[src/hdl/sipf_pkg.sv]
// Shared types and constants for the servo instruction packet framer.
package sipf_pkg;

	localparam logic [7:0] START_BYTE  = 8'hFF;
	localparam logic [7:0] LEN_OFFSET  = 8'd2;
	localparam int         QUEUE_DEPTH = 2;

	typedef struct packed {
		logic [7:0] servo_id;
		logic [7:0] instruction;
		logic [7:0] param_count;
		logic [7:0] param_byte;
	} req_item_t;

	typedef struct packed {
		logic [7:0] tx_byte;
		logic       end_of_run;
		logic       end_of_packet;
	} tx_item_t;

	// One classified item, as handed from the front to the byte sequencer.
	typedef struct packed {
		logic       hdr;
		logic       has_param;
		logic       has_csum;
		logic [7:0] servo_id;
		logic [7:0] length;
		logic [7:0] instruction;
		logic [7:0] param_byte;
		logic [7:0] csum;
	} cmd_t;

endpackage

[src/hdl/servo_instruction_packet_framer.sv]
// Servo-bus instruction packet framer: top level joining front end, queue and byte sequencer.
// Each accepted item becomes a run of bytes on tx: a packet's first item gives the two
// 0xFF start bytes, id, length (count + 2), instruction, the first parameter if the count
// is nonzero, and the checksum if the packet closes there (6 or 7 bytes); each later item
// gives its parameter byte plus the checksum on the last one (1 or 2 bytes). Bytes leave
// at one per clock from the sequencer while the queue holds commands and tx_ready allows.
// The first byte of an item passes through the command queue and then the sequencer's
// output register. Items are taken every cycle while the command queue has room (QueueDepth
// entries), so the input side keeps moving while the output stalls, until the queue fills.
module servo_instruction_packet_framer #(
	parameter int QueueDepth = sipf_pkg::QUEUE_DEPTH
) (
	input  logic                clk,
	input  logic                arst_n,
	input  logic                req_valid,
	output logic                req_ready,
	input  sipf_pkg::req_item_t req_data,
	output logic                tx_valid,
	input  logic                tx_ready,
	output sipf_pkg::tx_item_t  tx_data
);
	import sipf_pkg::*;

	logic push;
	logic full;
	logic pop;
	logic head_valid;
	cmd_t wr_cmd;
	cmd_t head_cmd;

	sipf_front u_front (
		.clk       (clk),
		.arst_n    (arst_n),
		.req_valid (req_valid),
		.req_ready (req_ready),
		.req_data  (req_data),
		.push      (push),
		.cmd       (wr_cmd),
		.full      (full)
	);

	sipf_queue #(
		.Depth (QueueDepth)
	) u_queue (
		.clk      (clk),
		.arst_n   (arst_n),
		.push     (push),
		.wr_cmd   (wr_cmd),
		.full     (full),
		.rd_valid (head_valid),
		.rd_cmd   (head_cmd),
		.pop      (pop)
	);

	sipf_back u_back (
		.clk       (clk),
		.arst_n    (arst_n),
		.cmd_valid (head_valid),
		.cmd       (head_cmd),
		.pop       (pop),
		.tx_valid  (tx_valid),
		.tx_ready  (tx_ready),
		.tx_data   (tx_data)
	);

endmodule

[src/hdl/sipf_front.sv]
// Front end: accepts items, tracks packet state and builds byte-sequencer commands.
module sipf_front (
	input  logic                 clk,
	input  logic                 arst_n,
	input  logic                 req_valid,
	output logic                 req_ready,
	input  sipf_pkg::req_item_t  req_data,
	output logic                 push,
	output sipf_pkg::cmd_t       cmd,
	input  logic                 full
);
	import sipf_pkg::*;

	logic       in_packet_q;
	logic [7:0] params_left_q;
	logic [7:0] sum_q;

	logic [7:0] len;
	logic [7:0] hdr_sum;
	logic [7:0] base_sum;
	logic [7:0] par_sum;
	logic [7:0] base_left;
	logic [7:0] left;
	logic       zero_cnt;
	logic       closes;

	assign req_ready = !full;
	assign push      = req_valid && req_ready;

	assign len       = req_data.param_count + LEN_OFFSET;
	assign hdr_sum   = req_data.servo_id + len + req_data.instruction;
	assign zero_cnt  = (req_data.param_count == 8'd0);
	assign base_sum  = in_packet_q ? sum_q : hdr_sum;
	assign base_left = in_packet_q ? params_left_q : req_data.param_count;
	assign par_sum   = base_sum + req_data.param_byte;
	assign left      = base_left - 8'd1;
	assign closes    = (!in_packet_q && zero_cnt) || (left == 8'd0);

	always_comb begin
		cmd             = '0;
		cmd.hdr         = !in_packet_q;
		cmd.has_param   = in_packet_q || !zero_cnt;
		cmd.has_csum    = closes;
		cmd.servo_id    = req_data.servo_id;
		cmd.length      = len;
		cmd.instruction = req_data.instruction;
		cmd.param_byte  = req_data.param_byte;
		cmd.csum        = (!in_packet_q && zero_cnt) ? ~hdr_sum : ~par_sum;
	end

	always_ff @(posedge clk or negedge arst_n) begin
		if (!arst_n) begin
			in_packet_q   <= 1'b0;
			params_left_q <= '0;
			sum_q         <= '0;
		end else if (push) begin
			if (closes) begin
				in_packet_q   <= 1'b0;
				params_left_q <= '0;
				sum_q         <= '0;
			end else begin
				in_packet_q   <= 1'b1;
				params_left_q <= left;
				sum_q         <= par_sum;
			end
		end
	end

endmodule

[src/hdl/sipf_queue.sv]
// Short command queue between the front end and the byte sequencer.
module sipf_queue #(
	parameter int Depth = sipf_pkg::QUEUE_DEPTH
) (
	input  logic            clk,
	input  logic            arst_n,
	input  logic            push,
	input  sipf_pkg::cmd_t  wr_cmd,
	output logic            full,
	output logic            rd_valid,
	output sipf_pkg::cmd_t  rd_cmd,
	input  logic            pop
);
	import sipf_pkg::*;

	localparam int AW = (Depth > 1) ? $clog2(Depth) : 1;
	localparam int CW = $clog2(Depth + 1);

	cmd_t          mem_q [Depth];
	logic [AW-1:0] wr_ptr_q;
	logic [AW-1:0] rd_ptr_q;
	logic [CW-1:0] count_q;

	assign full     = (count_q == CW'(Depth));
	assign rd_valid = (count_q != '0);
	assign rd_cmd   = mem_q[rd_ptr_q];

	always_ff @(posedge clk) begin
		if (push) begin
			mem_q[wr_ptr_q] <= wr_cmd;
		end
	end

	always_ff @(posedge clk or negedge arst_n) begin
		if (!arst_n) begin
			wr_ptr_q <= '0;
			rd_ptr_q <= '0;
			count_q  <= '0;
		end else begin
			if (push) begin
				wr_ptr_q <= (wr_ptr_q == AW'(Depth - 1)) ? '0 : wr_ptr_q + AW'(1);
			end
			if (pop) begin
				rd_ptr_q <= (rd_ptr_q == AW'(Depth - 1)) ? '0 : rd_ptr_q + AW'(1);
			end
			if (push && !pop) begin
				count_q <= count_q + CW'(1);
			end else if (pop && !push) begin
				count_q <= count_q - CW'(1);
			end
		end
	end

endmodule

[src/hdl/sipf_back.sv]
// Back end: feeds the output register one command byte a cycle unless stalled.
module sipf_back (
	input  logic                clk,
	input  logic                arst_n,
	input  logic                cmd_valid,
	input  sipf_pkg::cmd_t      cmd,
	output logic                pop,
	output logic                tx_valid,
	input  logic                tx_ready,
	output sipf_pkg::tx_item_t  tx_data
);
	import sipf_pkg::*;

	localparam logic [2:0] ST_SYNC0 = 3'd0;
	localparam logic [2:0] ST_SYNC1 = 3'd1;
	localparam logic [2:0] ST_ID    = 3'd2;
	localparam logic [2:0] ST_LEN   = 3'd3;
	localparam logic [2:0] ST_INS   = 3'd4;
	localparam logic [2:0] ST_PARAM = 3'd5;
	localparam logic [2:0] ST_CSUM  = 3'd6;

	logic       first_q;
	logic [2:0] step_q;
	logic       tx_valid_q;
	tx_item_t   tx_data_q;

	logic [2:0] cur;
	logic [2:0] nxt;
	logic       advance;
	logic       last;
	logic [7:0] sel_byte;

	// first_q: head entry not yet started, its opening step comes from the entry
	assign cur     = first_q ? (cmd.hdr ? ST_SYNC0 : ST_PARAM) : step_q;
	assign advance = cmd_valid && (!tx_valid_q || tx_ready);
	assign last    = (cur == ST_CSUM) || ((cur == ST_PARAM) && !cmd.has_csum);
	assign pop     = advance && last;

	always_comb begin
		nxt      = ST_CSUM;
		sel_byte = START_BYTE;
		unique case (cur)
			ST_SYNC0: begin
				nxt      = ST_SYNC1;
				sel_byte = START_BYTE;
			end
			ST_SYNC1: begin
				nxt      = ST_ID;
				sel_byte = START_BYTE;
			end
			ST_ID: begin
				nxt      = ST_LEN;
				sel_byte = cmd.servo_id;
			end
			ST_LEN: begin
				nxt      = ST_INS;
				sel_byte = cmd.length;
			end
			ST_INS: begin
				nxt      = cmd.has_param ? ST_PARAM : ST_CSUM;
				sel_byte = cmd.instruction;
			end
			ST_PARAM: begin
				nxt      = ST_CSUM;
				sel_byte = cmd.param_byte;
			end
			default: begin
				nxt      = ST_CSUM;
				sel_byte = cmd.csum;
			end
		endcase
	end

	always_ff @(posedge clk or negedge arst_n) begin
		if (!arst_n) begin
			first_q    <= 1'b1;
			step_q     <= ST_SYNC0;
			tx_valid_q <= 1'b0;
		end else begin
			if (advance) begin
				first_q    <= last;
				step_q     <= nxt;
				tx_valid_q <= 1'b1;
			end else if (tx_ready) begin
				tx_valid_q <= 1'b0;
			end
		end
	end

	always_ff @(posedge clk) begin
		if (advance) begin
			tx_data_q.tx_byte       <= sel_byte;
			tx_data_q.end_of_run    <= last;
			tx_data_q.end_of_packet <= (cur == ST_CSUM);
		end
	end

	assign tx_valid = tx_valid_q;
	assign tx_data  = tx_data_q;

	a_pop_needs_entry: assert property (@(posedge clk) disable iff (!arst_n)
		pop |-> cmd_valid)
		else $error("sequencer popped an empty queue");

	a_step_in_range: assert property (@(posedge clk) disable iff (!arst_n)
		!first_q |-> (step_q != 3'd7))
		else $error("sequencer step out of range");

	a_eop_ends_run: assert property (@(posedge clk) disable iff (!arst_n)
		advance |=> (!tx_data_q.end_of_packet || tx_data_q.end_of_run))
		else $error("checksum byte not flagged as end of run");

	a_mid_entry_holds: assert property (@(posedge clk) disable iff (!arst_n)
		(!first_q && !advance) |=> ($stable(step_q) && !first_q))
		else $error("sequencer step moved without an output transfer");

endmodule

[config.mk]
export PLATFORM = sky130hd
export DESIGN_NAME = servo_instruction_packet_framer
export DESIGN_NICKNAME = d
export VERILOG_FILES = /design/src/hdl/sipf_pkg.sv /design/src/hdl/servo_instruction_packet_framer.sv /design/src/hdl/sipf_front.sv /design/src/hdl/sipf_queue.sv /design/src/hdl/sipf_back.sv
export SDC_FILE = /design/constraint.sdc
export NUM_CORES = 1
export LEC_CHECK = 0
export BUFFER_PORTS_ARGS = -buffer_cell sky130_fd_sc_hd__buf_2
export CAP_MARGIN = 0
export CORE_MARGIN = 2
export CORE_UTILIZATION = 40
export CTS_CLUSTER_SIZE = 30
export DETAILED_ROUTE_END_ITERATION = 12
export PLACE_DENSITY = 0.63
export SYNTH_ARGS = -nofsm -noshare
export SYNTH_HDL_FRONTEND = slang
export SYNTH_SLANG_ARGS = --single-unit
export TNS_END_PERCENT = 20
[constraint.sdc]
create_clock -name clk -period 3.2 [get_ports clk]
set_input_delay 0.32 -clock clk [delete_from_list [all_inputs] [get_ports clk]]
set_output_delay 0.32 -clock clk [all_outputs]
set_load 0.01 [all_outputs]
# Word level (Yosys, flattened, before mapping)
# Memory sizes are Yosys's and may differ from the RTL's.
# Cells that the tools add are included.
# totals
ram_bits	86
regBits	36
memories	1
output_inout_bits	12
in_bits	36
word_cells	75
# memory_table
memory	words	width	read_ports	rd_ports_with_merged_regs	wr	line	rtl
u_queue.mem_q	2	43	1	0	1	sipf_queue.sv:19	cmd_t mem_q [Depth];
# op_classes
n_mux	19
addsub	9
n_eq_ne	7
n_reduce_logical	25
n_bitwise	2
# ops
op	count
$mux 8	5
$pmux 8 s5	1
$add 8x8->8	3
$logic_not 8->1	2
$not 8->8	2
$pmux 3 s5	1
$eq 3x3->1 const B	3
$add 8x2->8 const B	1
$sub 8x1->8 const B	1
$logic_and 1x1->1	7
$logic_not 1->1	7
$mux 1	7
$eq 3x2->1 const B	2
$mux 2	3
$mux 3	2
$reduce_bool 2->1	3
$logic_or 1x1->1	4
$eq 3x1->1 const B	1
$logic_not 3->1	1
$add 1x1->1 const B	2
$add 2x1->2 const B	1
$eq 2x2->1 const B	1
$reduce_or 2->1	1
$sub 2x1->2 const B	1

# Depth between registers and ports, before layout
# Gate-level depths: netlist of run 1.
# An unclocked memory read counts as a cell.
# depth
depth_word	10
depth_mapped	18

# Cells and area by module
# From an unflattened synthesis of run 1, not the netlist that was laid out.
# hier_totals
cells_unflattened	542
area_unflattened_um2	6989.2
# by_module_without_submodules
mod	area_per_inst_um2	instances	cells_per_inst	seq_area_each_um2
sipf_queue	3493.4	1	150	2682.6
sipf_front	2306.0	1	266	425.4
sipf_back	1189.9	1	126	426.7

# Least setup slack after synthesis of run 1
# No wires, ideal clock.
# synth_path
kind	input -> register
start	in req_data[9] (netlist name)
end	mem u_queue.mem_q[0][7] (netlist name) (data pin)
required_ns	2.935
cell_stages	15
path_slack_ns	-0.708
t_arrival_ns	3.643
setup_time_ns	0.265
cell_sequence	ha_1 -> xor2_1 -> fa_1 -> ha_1 -> a21oi_1 -> xnor2_1 -> o21ai_0 -> ha_1 -> and3_1 -> a221oi_1 -> a21oi_1 -> xor2_1 -> xor2_1 -> a22o_1 -> a21oi_1
# synth_rtl
item	line	rtl
start, declared	servo_instruction_packet_framer.sv:17	input sipf_pkg::req_item_t req_data,
end, declared	sipf_queue.sv:19	

==> results.json, run 1 <==
{
  "status": "finished, violations left",
  "violations": "setup timing",
  "dieArea_mm2": 0.0160,
  "endpoint": "u_queue.mem_q[0][7]",
  "wl_per_cell_um": 18.2,
  "skew_ns": 0.00875,
  "synth_top_family_by_area": "multiplexers",
  "reg2regPathDepth": 9,
  "core_area_mm2": 0.0146,
  "initial_utilization_pct": 41.2,
  "grt_first_pass_wirelength_mm": 22.0,
  "ys_async_sr_fraction_pct": 21.3,
  "slowest_stage": "fa_1",
  "hold_path_class": "in2reg",
  "ys_types": 58,
  "cts_buffers": 17,
  "clock_latency_ns": 0.42,
  "drt-met1-wl_mm": 5.63,
  "grt_max_degree": 34,
  "vias_per_cell": 5.23,
  "crit_buf_inv": 3,
  "fmax_mhz": 285,
  "ant_nets": 0,
  "drv_slew": 0,
  "whs_ns": 0.104,
  "wirelength_mm": 13.8,
  "r2r_start": "u_front.in_packet_q",
  "die_h_um": 127,
  "end_kind": "flip-flop",
  "ys_seq_area_share_pct": 58.7,
  "ios": 48,
  "slew_headroom_pct": 55.0,
  "clkTransAtPathRegs_ns": 0.05,
  "synth_top_cells_by_count": "edfxtp_1, mux2i_1, nand2_1",
  "synth_top_area_cell": "edfxtp_1",
  "row_count": 44,
  "top_layer_used": "met4",
  "place_congestion": 0.903,
  "synth-compound-area-share_pct": 9.13,
  "yosysMostFrequentCell": "edfxtp_1",
  "final_area_mm2": 0.00760,
  "synth-seq-cells": 122,
  "clock_path_buffers": 2,
  "nets": 626,
  "power.density_mw_per_mm2": 1070,
  "avgSynthCellArea_um2": 13.0,
  "wl_met3_um": 799,
  "setup_slack_ns": -0.304,
  "irDropWorstVdd_v": 0.000522,
  "maxCapViolations": 0,
  "rrSetupSlack_ns": 0.31,
  "tns_ns": -0.863,
  "dp.cells": 724,
  "cts-root-buf": "clkbuf_16",
  "p_leak_nw": 3.11,
  "start_kind": "input port",
  "firstDrtPassIters": 5,
  "critPathMostFrequentCell": "a21oi_2",
  "fin_cells": 761,
  "synthSimpleGateAreaFrac_pct": 8.42,
  "setup_viol": 3,
  "synth-adder-area-share_pct": 6.53,
  "antenna_found_initial": 0,
  "synth-warning-count": 0,
  "crit_start": "req_data[9]",
  "crit_chain": "buf_8, ha_4, fa_1, ha_1, a21o_1, a21oi_2, buf_4, xnor2_2, o21ai_1, ha_1, and3_4, a221oi_4, a21oi_2, xor2_2, buf_4, xor2_1, a22o_1, a21oi_2",
  "synth_nets": 525,
  "place_area_mm2": 0.00682,
  "critPathTopFamily": "adder cells",
  "wl_met2_mm": 7.12,
  "total_power_mw": 8.10,
  "hold_violations": 0,
  "fin_crit_ns": 3.50,
  "critPathArrivalTime_ns": 3.78,
  "critPathMaxStageDelay_ns": 0.43,
  "dp_hpwl_mm": 9.96,
  "clkSinkCount": 122,
  "cp_max_fo": 4,
  "first_global_vias": 4131,
  "die_w_um": 127,
  "worst_pin_slew_ns": 0.675,
  "r2r_end": "u_front.sum_q[2]",
  "num_vias": 3981,
  "rsz0062_at_grt": "true",
  "areaGrowthSynthToFinish_pct": 26.3,
  "syn_area_mm2": 0.00602,
  "worstSetupPathType": "in2reg",
  "drc": 0,
  "synth-xor-area-share_pct": 5.03,
  "min_from": "tx_ready",
  "htree_levels": 4,
  "syn-instance-count": 463,
  "synth_edf_count": 96,
  "io_buffers": 47,
  "cp.depth": 18,
  "grt_overflow": 0,
  "worst-endpoint-required_ns": 3.48,
  "cts_tree": "done",
  "synth_ff_type": "edfxtp_1",
  "grt_usage_pct": 18.5,
  "synth_area_leaders": "edfxtp_1, dfrtp_1, mux2i_1",
  "antenna_cells": 0,
  "synth_top_area_share_pct": 47.9,
  "dr.first_iter.drc_count": 323,
  "synthMuxAreaShare_pct": 9.57,
  "layout-drive-gt1-share_pct": 30.2,
  "finalCritPeriodShare_pct": 109
}
layer usage:
metal | up-vias | global-route usage (%)
li1 | 1912 | -
met1 | 1956 | 22.5
met2 | 92 | 31.3
met3 | 21 | 5.57
met4 | 0 | 6.33
met5 | - | 0
state kept, by name, summed over array words and instances, names as in the netlist:
name	count
u_back.tx_data	10
u_back.tx_valid	1
u_back.first_q	1
u_front.params_left_q	8
u_front.in_packet_q	1
u_back.step_q	3
u_front.sum_q	8
u_queue.rd_ptr_q	1
u_queue.wr_ptr_q	1
u_queue.mem_q	86
u_queue.count_q	2
cells by family (layout without fill, tap and decap cells):
logic type                 Yosys count  in the layout
buffers and inverters               37            151
muxes                               57             57
DFF                                122            122
and+or+nand+nor                    105            105
xor gates and xnor gates            33             33
AOI/OAI and AO/OA                   83             83
adders and majority gates           26             26
area by class of cell:
cell class / instances / area, µm²
inverters: 20 / 75.1
repair buffers: 99 / 648
clock inverters: 8 / 118
well taps: 184 / 230
clock buffers: 24 / 482
fillers: 1221 / 6990
multi-input cells: 304 / 2510
flip-flops and latches: 122 / 3540
layout by cell type, fill, tap and decap left out, drive strengths merged, types with 7 or more instances in the layout:
cell / instances
a21oi: 22
buf: 98
clkbuf: 24
dfrtp: 25
edfxtp: 96
fa: 9
ha: 17
inv: 19
mux2i: 53
nand2: 33
nor2: 32
nor4: 7
o21ai: 24
o22ai: 10
xnor2: 21
xor2: 11
worst min-delay path by stage:
| stage | endpoint | slack [ns] | cells past startpoint |
|---|---|---|---|
| 4_1_cts | u_back.tx_valid | 0.09 | 2 |
| 6_report | u_back.tx_valid | 0.10 | 2 |
| 2_1_floorplan | u_back.step_q[0] | 0.02 | 0 |
| 3_5_place_dp | u_queue.count_q[1] | 0.39 | 1 |
| 3_3_place_gp | u_back.tx_valid | 0.38 | 1 |
| 5_1_grt | u_queue.mem_q[1][8] | 0.1 | 1 |
timing repair:
action / 4_1_cts / 5_1_grt
resized for setup: 16 / 13
pin swaps: 15 / 4
endpoints found under the setup margin: 6 / 12
setup buffers: 3 / 1
hold endpoints to repair: 25 / 0
hold buffers: 1 / 0
cloned: 0 / 0
metrics by stage:
stage / setup WS, ns / util (%)
finish: -0.304 / 52.1
CTS: -0.255 / 51.6
floorplan: -0.410 / -
global route: -0.443 / 52.1
detailed placement: -0.861 / 46.7
global placement: -0.695 / 46.7
power by group:
| group | switching (mW) | total [mW] | internal (mW) |
|---|---|---|---|
| clock | 0.671 | 1.95 | 1.28 |
| sequential | 0.259 | 2.71 | 2.45 |
| combinational | 1.88 | 3.45 | 1.57 |
| total | 2.81 | 8.10 | 5.29 |
(Power assumes the default switching activity.)
==> run 2: changes to the inputs <==
--- a/config.mk
+++ b/config.mk
@@ -5,13 +5,14 @@
 export SDC_FILE = /design/constraint.sdc
 export NUM_CORES = 1
 export LEC_CHECK = 0
-export BUFFER_PORTS_ARGS = -buffer_cell sky130_fd_sc_hd__buf_2
 export CAP_MARGIN = 0
 export CORE_MARGIN = 2
 export CORE_UTILIZATION = 40
 export CTS_CLUSTER_SIZE = 30
 export DETAILED_ROUTE_END_ITERATION = 12
-export PLACE_DENSITY = 0.63
+export DONT_BUFFER_PORTS = 1
+export PLACE_DENSITY = 0.6
+export REMOVE_ABC_BUFFERS = 1
 export SYNTH_ARGS = -nofsm -noshare
 export SYNTH_HDL_FRONTEND = slang
 export SYNTH_SLANG_ARGS = --single-unit
==> run 2 against run 1 <==
The run still ends with setup timing left. Sequential power barely moved. Largest power group unchanged. Core utilization fell by 1.6 points. First-iteration DRC count fell by 5.3%. Clock skew fell by 0.0025 ns. Global-route usage fell by 0.10 points. Highest routed layer unchanged.
==> results.json, run 2 (synthesis results as in run 1) <==
{
  "worst_pin_slew_ns": 0.985,
  "firstDrtPassIters": 4,
  "ant_nets": 0,
  "preCtsSetupSlack_ns": -0.842,
  "clock_latency_ns": 0.42,
  "p_leak_nw": 2.92,
  "clkTransAtPathRegs_ns": 0.05,
  "place_area_mm2": 0.00646,
  "core_area_mm2": 0.0146,
  "maxCapViolations": 0,
  "r2r_end": "u_front.sum_q[1]",
  "grt_usage_pct": 18.4,
  "drv_slew": 0,
  "dr.first_iter.drc_count": 306,
  "skew_ns": 0.00628,
  "place_congestion": 0.858,
  "drc": 0,
  "rrSetupSlack_ns": 0.45,
  "fin_util_pct": 50.6,
  "hold_violations": 0,
  "tns_ns": -0.508,
  "final_common_cell": "edfxtp_1",
  "reg2regPathDepth": 10,
  "fin_cells": 729,
  "fillers": 1231,
  "violations": "setup timing",
  "cts_buffers": 17,
  "die_h_um": 127,
  "setup_viol": 3,
  "final_cell_mix": "edfxtp_1, mux2i_1, buf_4, nand2_1, nor2_1",
  "rsz0062_at_grt": "true",
  "final_area_mm2": 0.00738,
  "worst-endpoint-required_ns": 3.35,
  "setup_slack_ns": -0.187,
  "finalCritPeriodShare_pct": 106,
  "die_w_um": 127,
  "start_kind": "input port",
  "htree_levels": 4,
  "hold_path_class": "in2reg",
  "slew_headroom_pct": 34.3,
  "crit_start": "req_data[9]",
  "fmax_mhz": 295,
  "clkSinkCount": 122,
  "largest_reg_flops": 86,
  "dp.cells": 666,
  "fin_crit_ns": 3.39,
  "top_register": "u_queue.mem_q",
  "first_global_vias": 3999,
  "num_vias": 3873,
  "irDropWorstVdd_v": 0.000379,
  "vias_per_cell": 5.31,
  "ios": 48,
  "dieArea_mm2": 0.0160,
  "row_count": 44,
  "cts_tree": "done",
  "grt_max_degree": 44,
  "clock_path_buffers": 2,
  "endpoint": "u_queue.mem_q[1][7]",
  "wirelength_mm": 13.8,
  "io_buffers": 0,
  "status": "finished, violations left",
  "areaGrowthSynthToFinish_pct": 22.6,
  "antenna_found_initial": 0,
  "critPathArrivalTime_ns": 3.54,
  "cp_max_fo": 6,
  "r2r_start": "u_front.in_packet_q",
  "end_kind": "flip-flop",
  "nets": 594,
  "dp_hpwl_mm": 9.24,
  "antenna_cells": 0,
  "power.density_mw_per_mm2": 1040,
  "layout-drive-gt1-share_pct": 19.3,
  "wl_per_cell_um": 18.9,
  "worstSetupPathType": "in2reg",
  "grt_overflow": 0,
  "cts-root-buf": "clkbuf_16",
  "min_from": "tx_ready",
  "initial_utilization_pct": 41.2,
  "register_area_mm2": 0.00354,
  "grt_first_pass_wirelength_mm": 22.0,
  "multi_input_area_mm2": 0.00240
}
-- run 2: cell types whose count changed in the layout (fill, tap and decap cells not counted), moves of 4 or more --
cell,before,now
clkinv_2,1,5
xnor2_1,15,20
buf_2,45,0
xnor2_2,6,1
buf_4,51,39
dlygate4sd3_1,1,26
-- run 2: power breakdown --
part           leakage, nW  switching, mW  total [mW]  internal [mW]
clock                0.264          0.641        1.74           1.10
sequential            1.20          0.255        2.71           2.46
combinational         1.45           1.76        3.20           1.44
-- run 2: cell type report --
cell class	instances	share of cell area [%]
clock buffer	23	6.34
inverter	20	1.02
multi-input combinational	304	32.5
tap	184	3.12
timing repair buffer	67	8.04
sequential	122	47.9
clock inverter	9	1.00
-- run 2: how the worst min path moves through the flow --
stage | slack [ns] | end | cells after the start
after floorplan | 0.02 | u_back.step_q[0] | 0
after global placement | 0.03 | u_front.params_left_q[6] | 0
after detailed placement | 0.03 | u_front.params_left_q[5] | 0
after CTS | -0.02 | u_queue.mem_q[0][15] | 0
after global routing | 0.01 | u_back.tx_valid | 1
final | 0.02 | u_back.tx_valid | 1
-- run 2: routing by layer --
metal / wire, µm / share of wire [%] / global-route usage, % / vias to the layer above
met4: 194 / 1.4 / 6.66 / 0
li1: - / - / - / 1849
met3: 689 / 5.0 / 5.19 / 15
met1: 6210 / 45 / 24.5 / 1922
met2: 6680 / 49 / 28.8 / 87
met5: 0 / 0 / 0 / -
-- run 2: timing repair --
action,CTS,global route
setup endpoints to repair,7,6
hold buffers,26,1
endpoints found under the hold margin,76,2
pin swaps,15,1
buffers inserted,5,0
gates resized for setup,12,1
-- run 2: worst max-delay path: stages --
cell      delay (ns)
ha_4            0.23
fa_1            0.49
ha_1            0.28
a21o_1          0.16
a21oi_2         0.16
buf_4           0.13
o21bai_1        0.05
a21oi_1         0.15
xor2_1          0.22
o21ai_1         0.09
ha_1            0.30
o21a_1          0.11
nor2_1          0.04
a21oi_2         0.14
xor2_2          0.28
xor2_1          0.18
a22o_1          0.16
a21oi_2         0.04
-- run 2: metrics by stage --
stage / power, mW / hold slack [ns]
final: 7.65 / 0.0217
after global placement: 5.72 / 0.0253
after global routing: 8.15 / 0.0142
after CTS: 7.72 / -0.0233
after floorplan: 4.80 / 0.0244
after detailed placement: 5.80 / 0.0253
==> run 3: changes to the inputs <==
--- a/config.mk
+++ b/config.mk
@@ -11,6 +11,7 @@
 export CTS_CLUSTER_SIZE = 30
 export DETAILED_ROUTE_END_ITERATION = 12
 export DONT_BUFFER_PORTS = 1
+export HOLD_SLACK_MARGIN = 0.1
 export PLACE_DENSITY = 0.6
 export REMOVE_ABC_BUFFERS = 1
 export SYNTH_ARGS = -nofsm -noshare
==> run 3 against run 2 <==
The flow still finishes with violations (setup timing). First-iteration DRC count shrank 16%. Combinational power is essentially flat. Die area did not move. Via count fell by 0.15%. Clock power about the same. Register-to-register slack is essentially flat. Flip-flop and latch count unchanged. Final cell count grew 0.14%. Critical path depth did not move. Maximum frequency hardly changed. Global-route usage barely moved. Critical path type unchanged. Critical endpoint is now u_queue.mem_q[0][7]. Highest routed layer unchanged.
==> results.json, run 3 (synthesis results as in run 1) <==
{
  "final_common_cell": "edfxtp_1",
  "row_count": 44,
  "dieArea_mm2": 0.0160,
  "grt_overflow": 0,
  "setup_slack_ns": -0.187,
  "skew_ns": 0.00555,
  "die_h_um": 127,
  "finalCritPeriodShare_pct": 106,
  "crit_start": "req_data[9]",
  "nets": 595,
  "antenna_cells": 0,
  "crit_chain": "ha_4, fa_1, ha_1, a21o_1, a21oi_2, buf_4, o21bai_1, a21oi_1, xor2_1, o21ai_1, ha_1, o21a_1, nor2_1, a21oi_2, xor2_2, xor2_1, a22o_1, a21oi_2",
  "maxCapViolations": 0,
  "firstDrtPassIters": 4,
  "io_buffers": 0,
  "start_kind": "input port",
  "vias_per_cell": 5.30,
  "ant_nets": 0,
  "areaGrowthSynthToFinish_pct": 22.7,
  "setup_viol": 3,
  "antenna_found_initial": 0,
  "worstSetupPathType": "in2reg",
  "fin_util_pct": 50.6,
  "wl_per_cell_um": 18.9,
  "dp_hpwl_mm": 9.24,
  "place_congestion": 0.858,
  "dp.cells": 666,
  "critPathArrivalTime_ns": 3.54,
  "hold_violations": 0,
  "rsz0062_at_grt": "true",
  "total_power_mw": 7.65,
  "initial_utilization_pct": 41.2,
  "reg2regPathDepth": 10,
  "critPathTopFamily": "adder cells",
  "largest_reg_flops": 86,
  "die_w_um": 127,
  "worst-endpoint-required_ns": 3.36,
  "cp.depth": 18,
  "dr.first_iter.drc_count": 257,
  "drv_slew": 0,
  "power.density_mw_per_mm2": 1040,
  "violations": "setup timing",
  "cts_buffers": 17,
  "ios": 48,
  "final_cell_mix": "edfxtp_1, mux2i_1, buf_4, nand2_1, nor2_1",
  "end_kind": "flip-flop",
  "fmax_mhz": 295,
  "endpoint": "u_queue.mem_q[0][7]",
  "hold_path_class": "in2reg",
  "grt_usage_pct": 18.4,
  "clock_path_buffers": 2,
  "htree_levels": 4,
  "first_global_vias": 4002,
  "num_vias": 3867,
  "rrSetupSlack_ns": 0.44,
  "critPathMaxStageDelay_ns": 0.49,
  "irDropWorstVdd_v": 0.000379,
  "status": "finished, violations left",
  "p_leak_nw": 2.92,
  "grt_max_degree": 44,
  "wirelength_mm": 13.8,
  "whs_ns": 0.172,
  "drc": 0,
  "clkTransAtPathRegs_ns": 0.05,
  "preCtsSetupSlack_ns": -0.842,
  "layout-drive-gt1-share_pct": 19.2,
  "cp_max_fo": 6,
  "critPathMostFrequentCell": "a21oi_2",
  "top_register": "u_queue.mem_q",
  "r2r_end": "u_front.sum_q[1]",
  "crit_buf_inv": 1,
  "slew_headroom_pct": 34.2,
  "cts-root-buf": "clkbuf_16",
  "clkSinkCount": 122,
  "worst_pin_slew_ns": 0.987,
  "slowest_stage": "fa_1",
  "fin_crit_ns": 3.39,
  "clock_latency_ns": 0.42,
  "grt_first_pass_wirelength_mm": 22.0,
  "fin_cells": 730,
  "cts_tree": "done",
  "core_area_mm2": 0.0146,
  "r2r_start": "u_front.in_packet_q"
}
run 3: power breakdown:
| group | switching [mW] | internal, mW | leakage, nW |
|---|---|---|---|
| Clock | 0.643 | 1.10 | 0.264 |
| Combinational | 1.76 | 1.44 | 1.46 |
| Sequential | 0.255 | 2.46 | 1.20 |
run 3: how the worst min path moves through the flow:
stage | to | cells past startpoint | slack (ns) | start
after floorplan | u_back.step_q[0] | 0 | 0.02 | arst_n
after global placement | u_front.params_left_q[6] | 0 | 0.03 | arst_n
after detailed placement | u_front.params_left_q[5] | 0 | 0.03 | arst_n
after CTS | u_queue.mem_q[0][15] | 0 | -0.02 | req_data[7]
after global routing | u_queue.mem_q[0][25] | 1 | 0.15 | req_data[9]
final | u_queue.mem_q[1][31] | 1 | 0.17 | req_data[15]
run 3: area by class of cell:
type / count / area, µm²
Fill cell: 1230 / 7200
Tap cell: 184 / 230
Timing Repair Buffer: 68 / 603
Inverter: 20 / 75.1
Clock inverter: 9 / 73.8
Clock buffer: 23 / 468
Sequential cell: 122 / 3540
Multi-Input combinational cell: 304 / 2400
run 3: repair_timing:
item,in CTS,in global routing
hold buffers,27,1
endpoints found under the hold margin,77,2
setup endpoints to repair,7,6
pin swaps,15,1
gates resized for setup,12,1
setup buffers,5,0
run 3: per-stage QoR:
stage | TNS [ns] | cell area (µm²)
global route | -1.43 | 7390
floorplan | -11.52 | 5940
global placement | -4.82 | 6460
finish | -0.510 | 7390
detailed placement | -5.74 | 6460
CTS | -0.430 | 7370
run 3: per-layer routing:
| layer | vias to the layer above | share of wire, % | wire (µm) | global-route usage [%] |
|---|---|---|---|---|
| li1 | 1852 | - | - | - |
| met2 | 76 | 48 | 6650 | 28.8 |
| met1 | 1926 | 47 | 6410 | 24.5 |
| met4 | 0 | 1.2 | 170 | 6.66 |
| met3 | 13 | 3.9 | 537 | 5.19 |
| met5 | - | 0 | 0 | 0 |
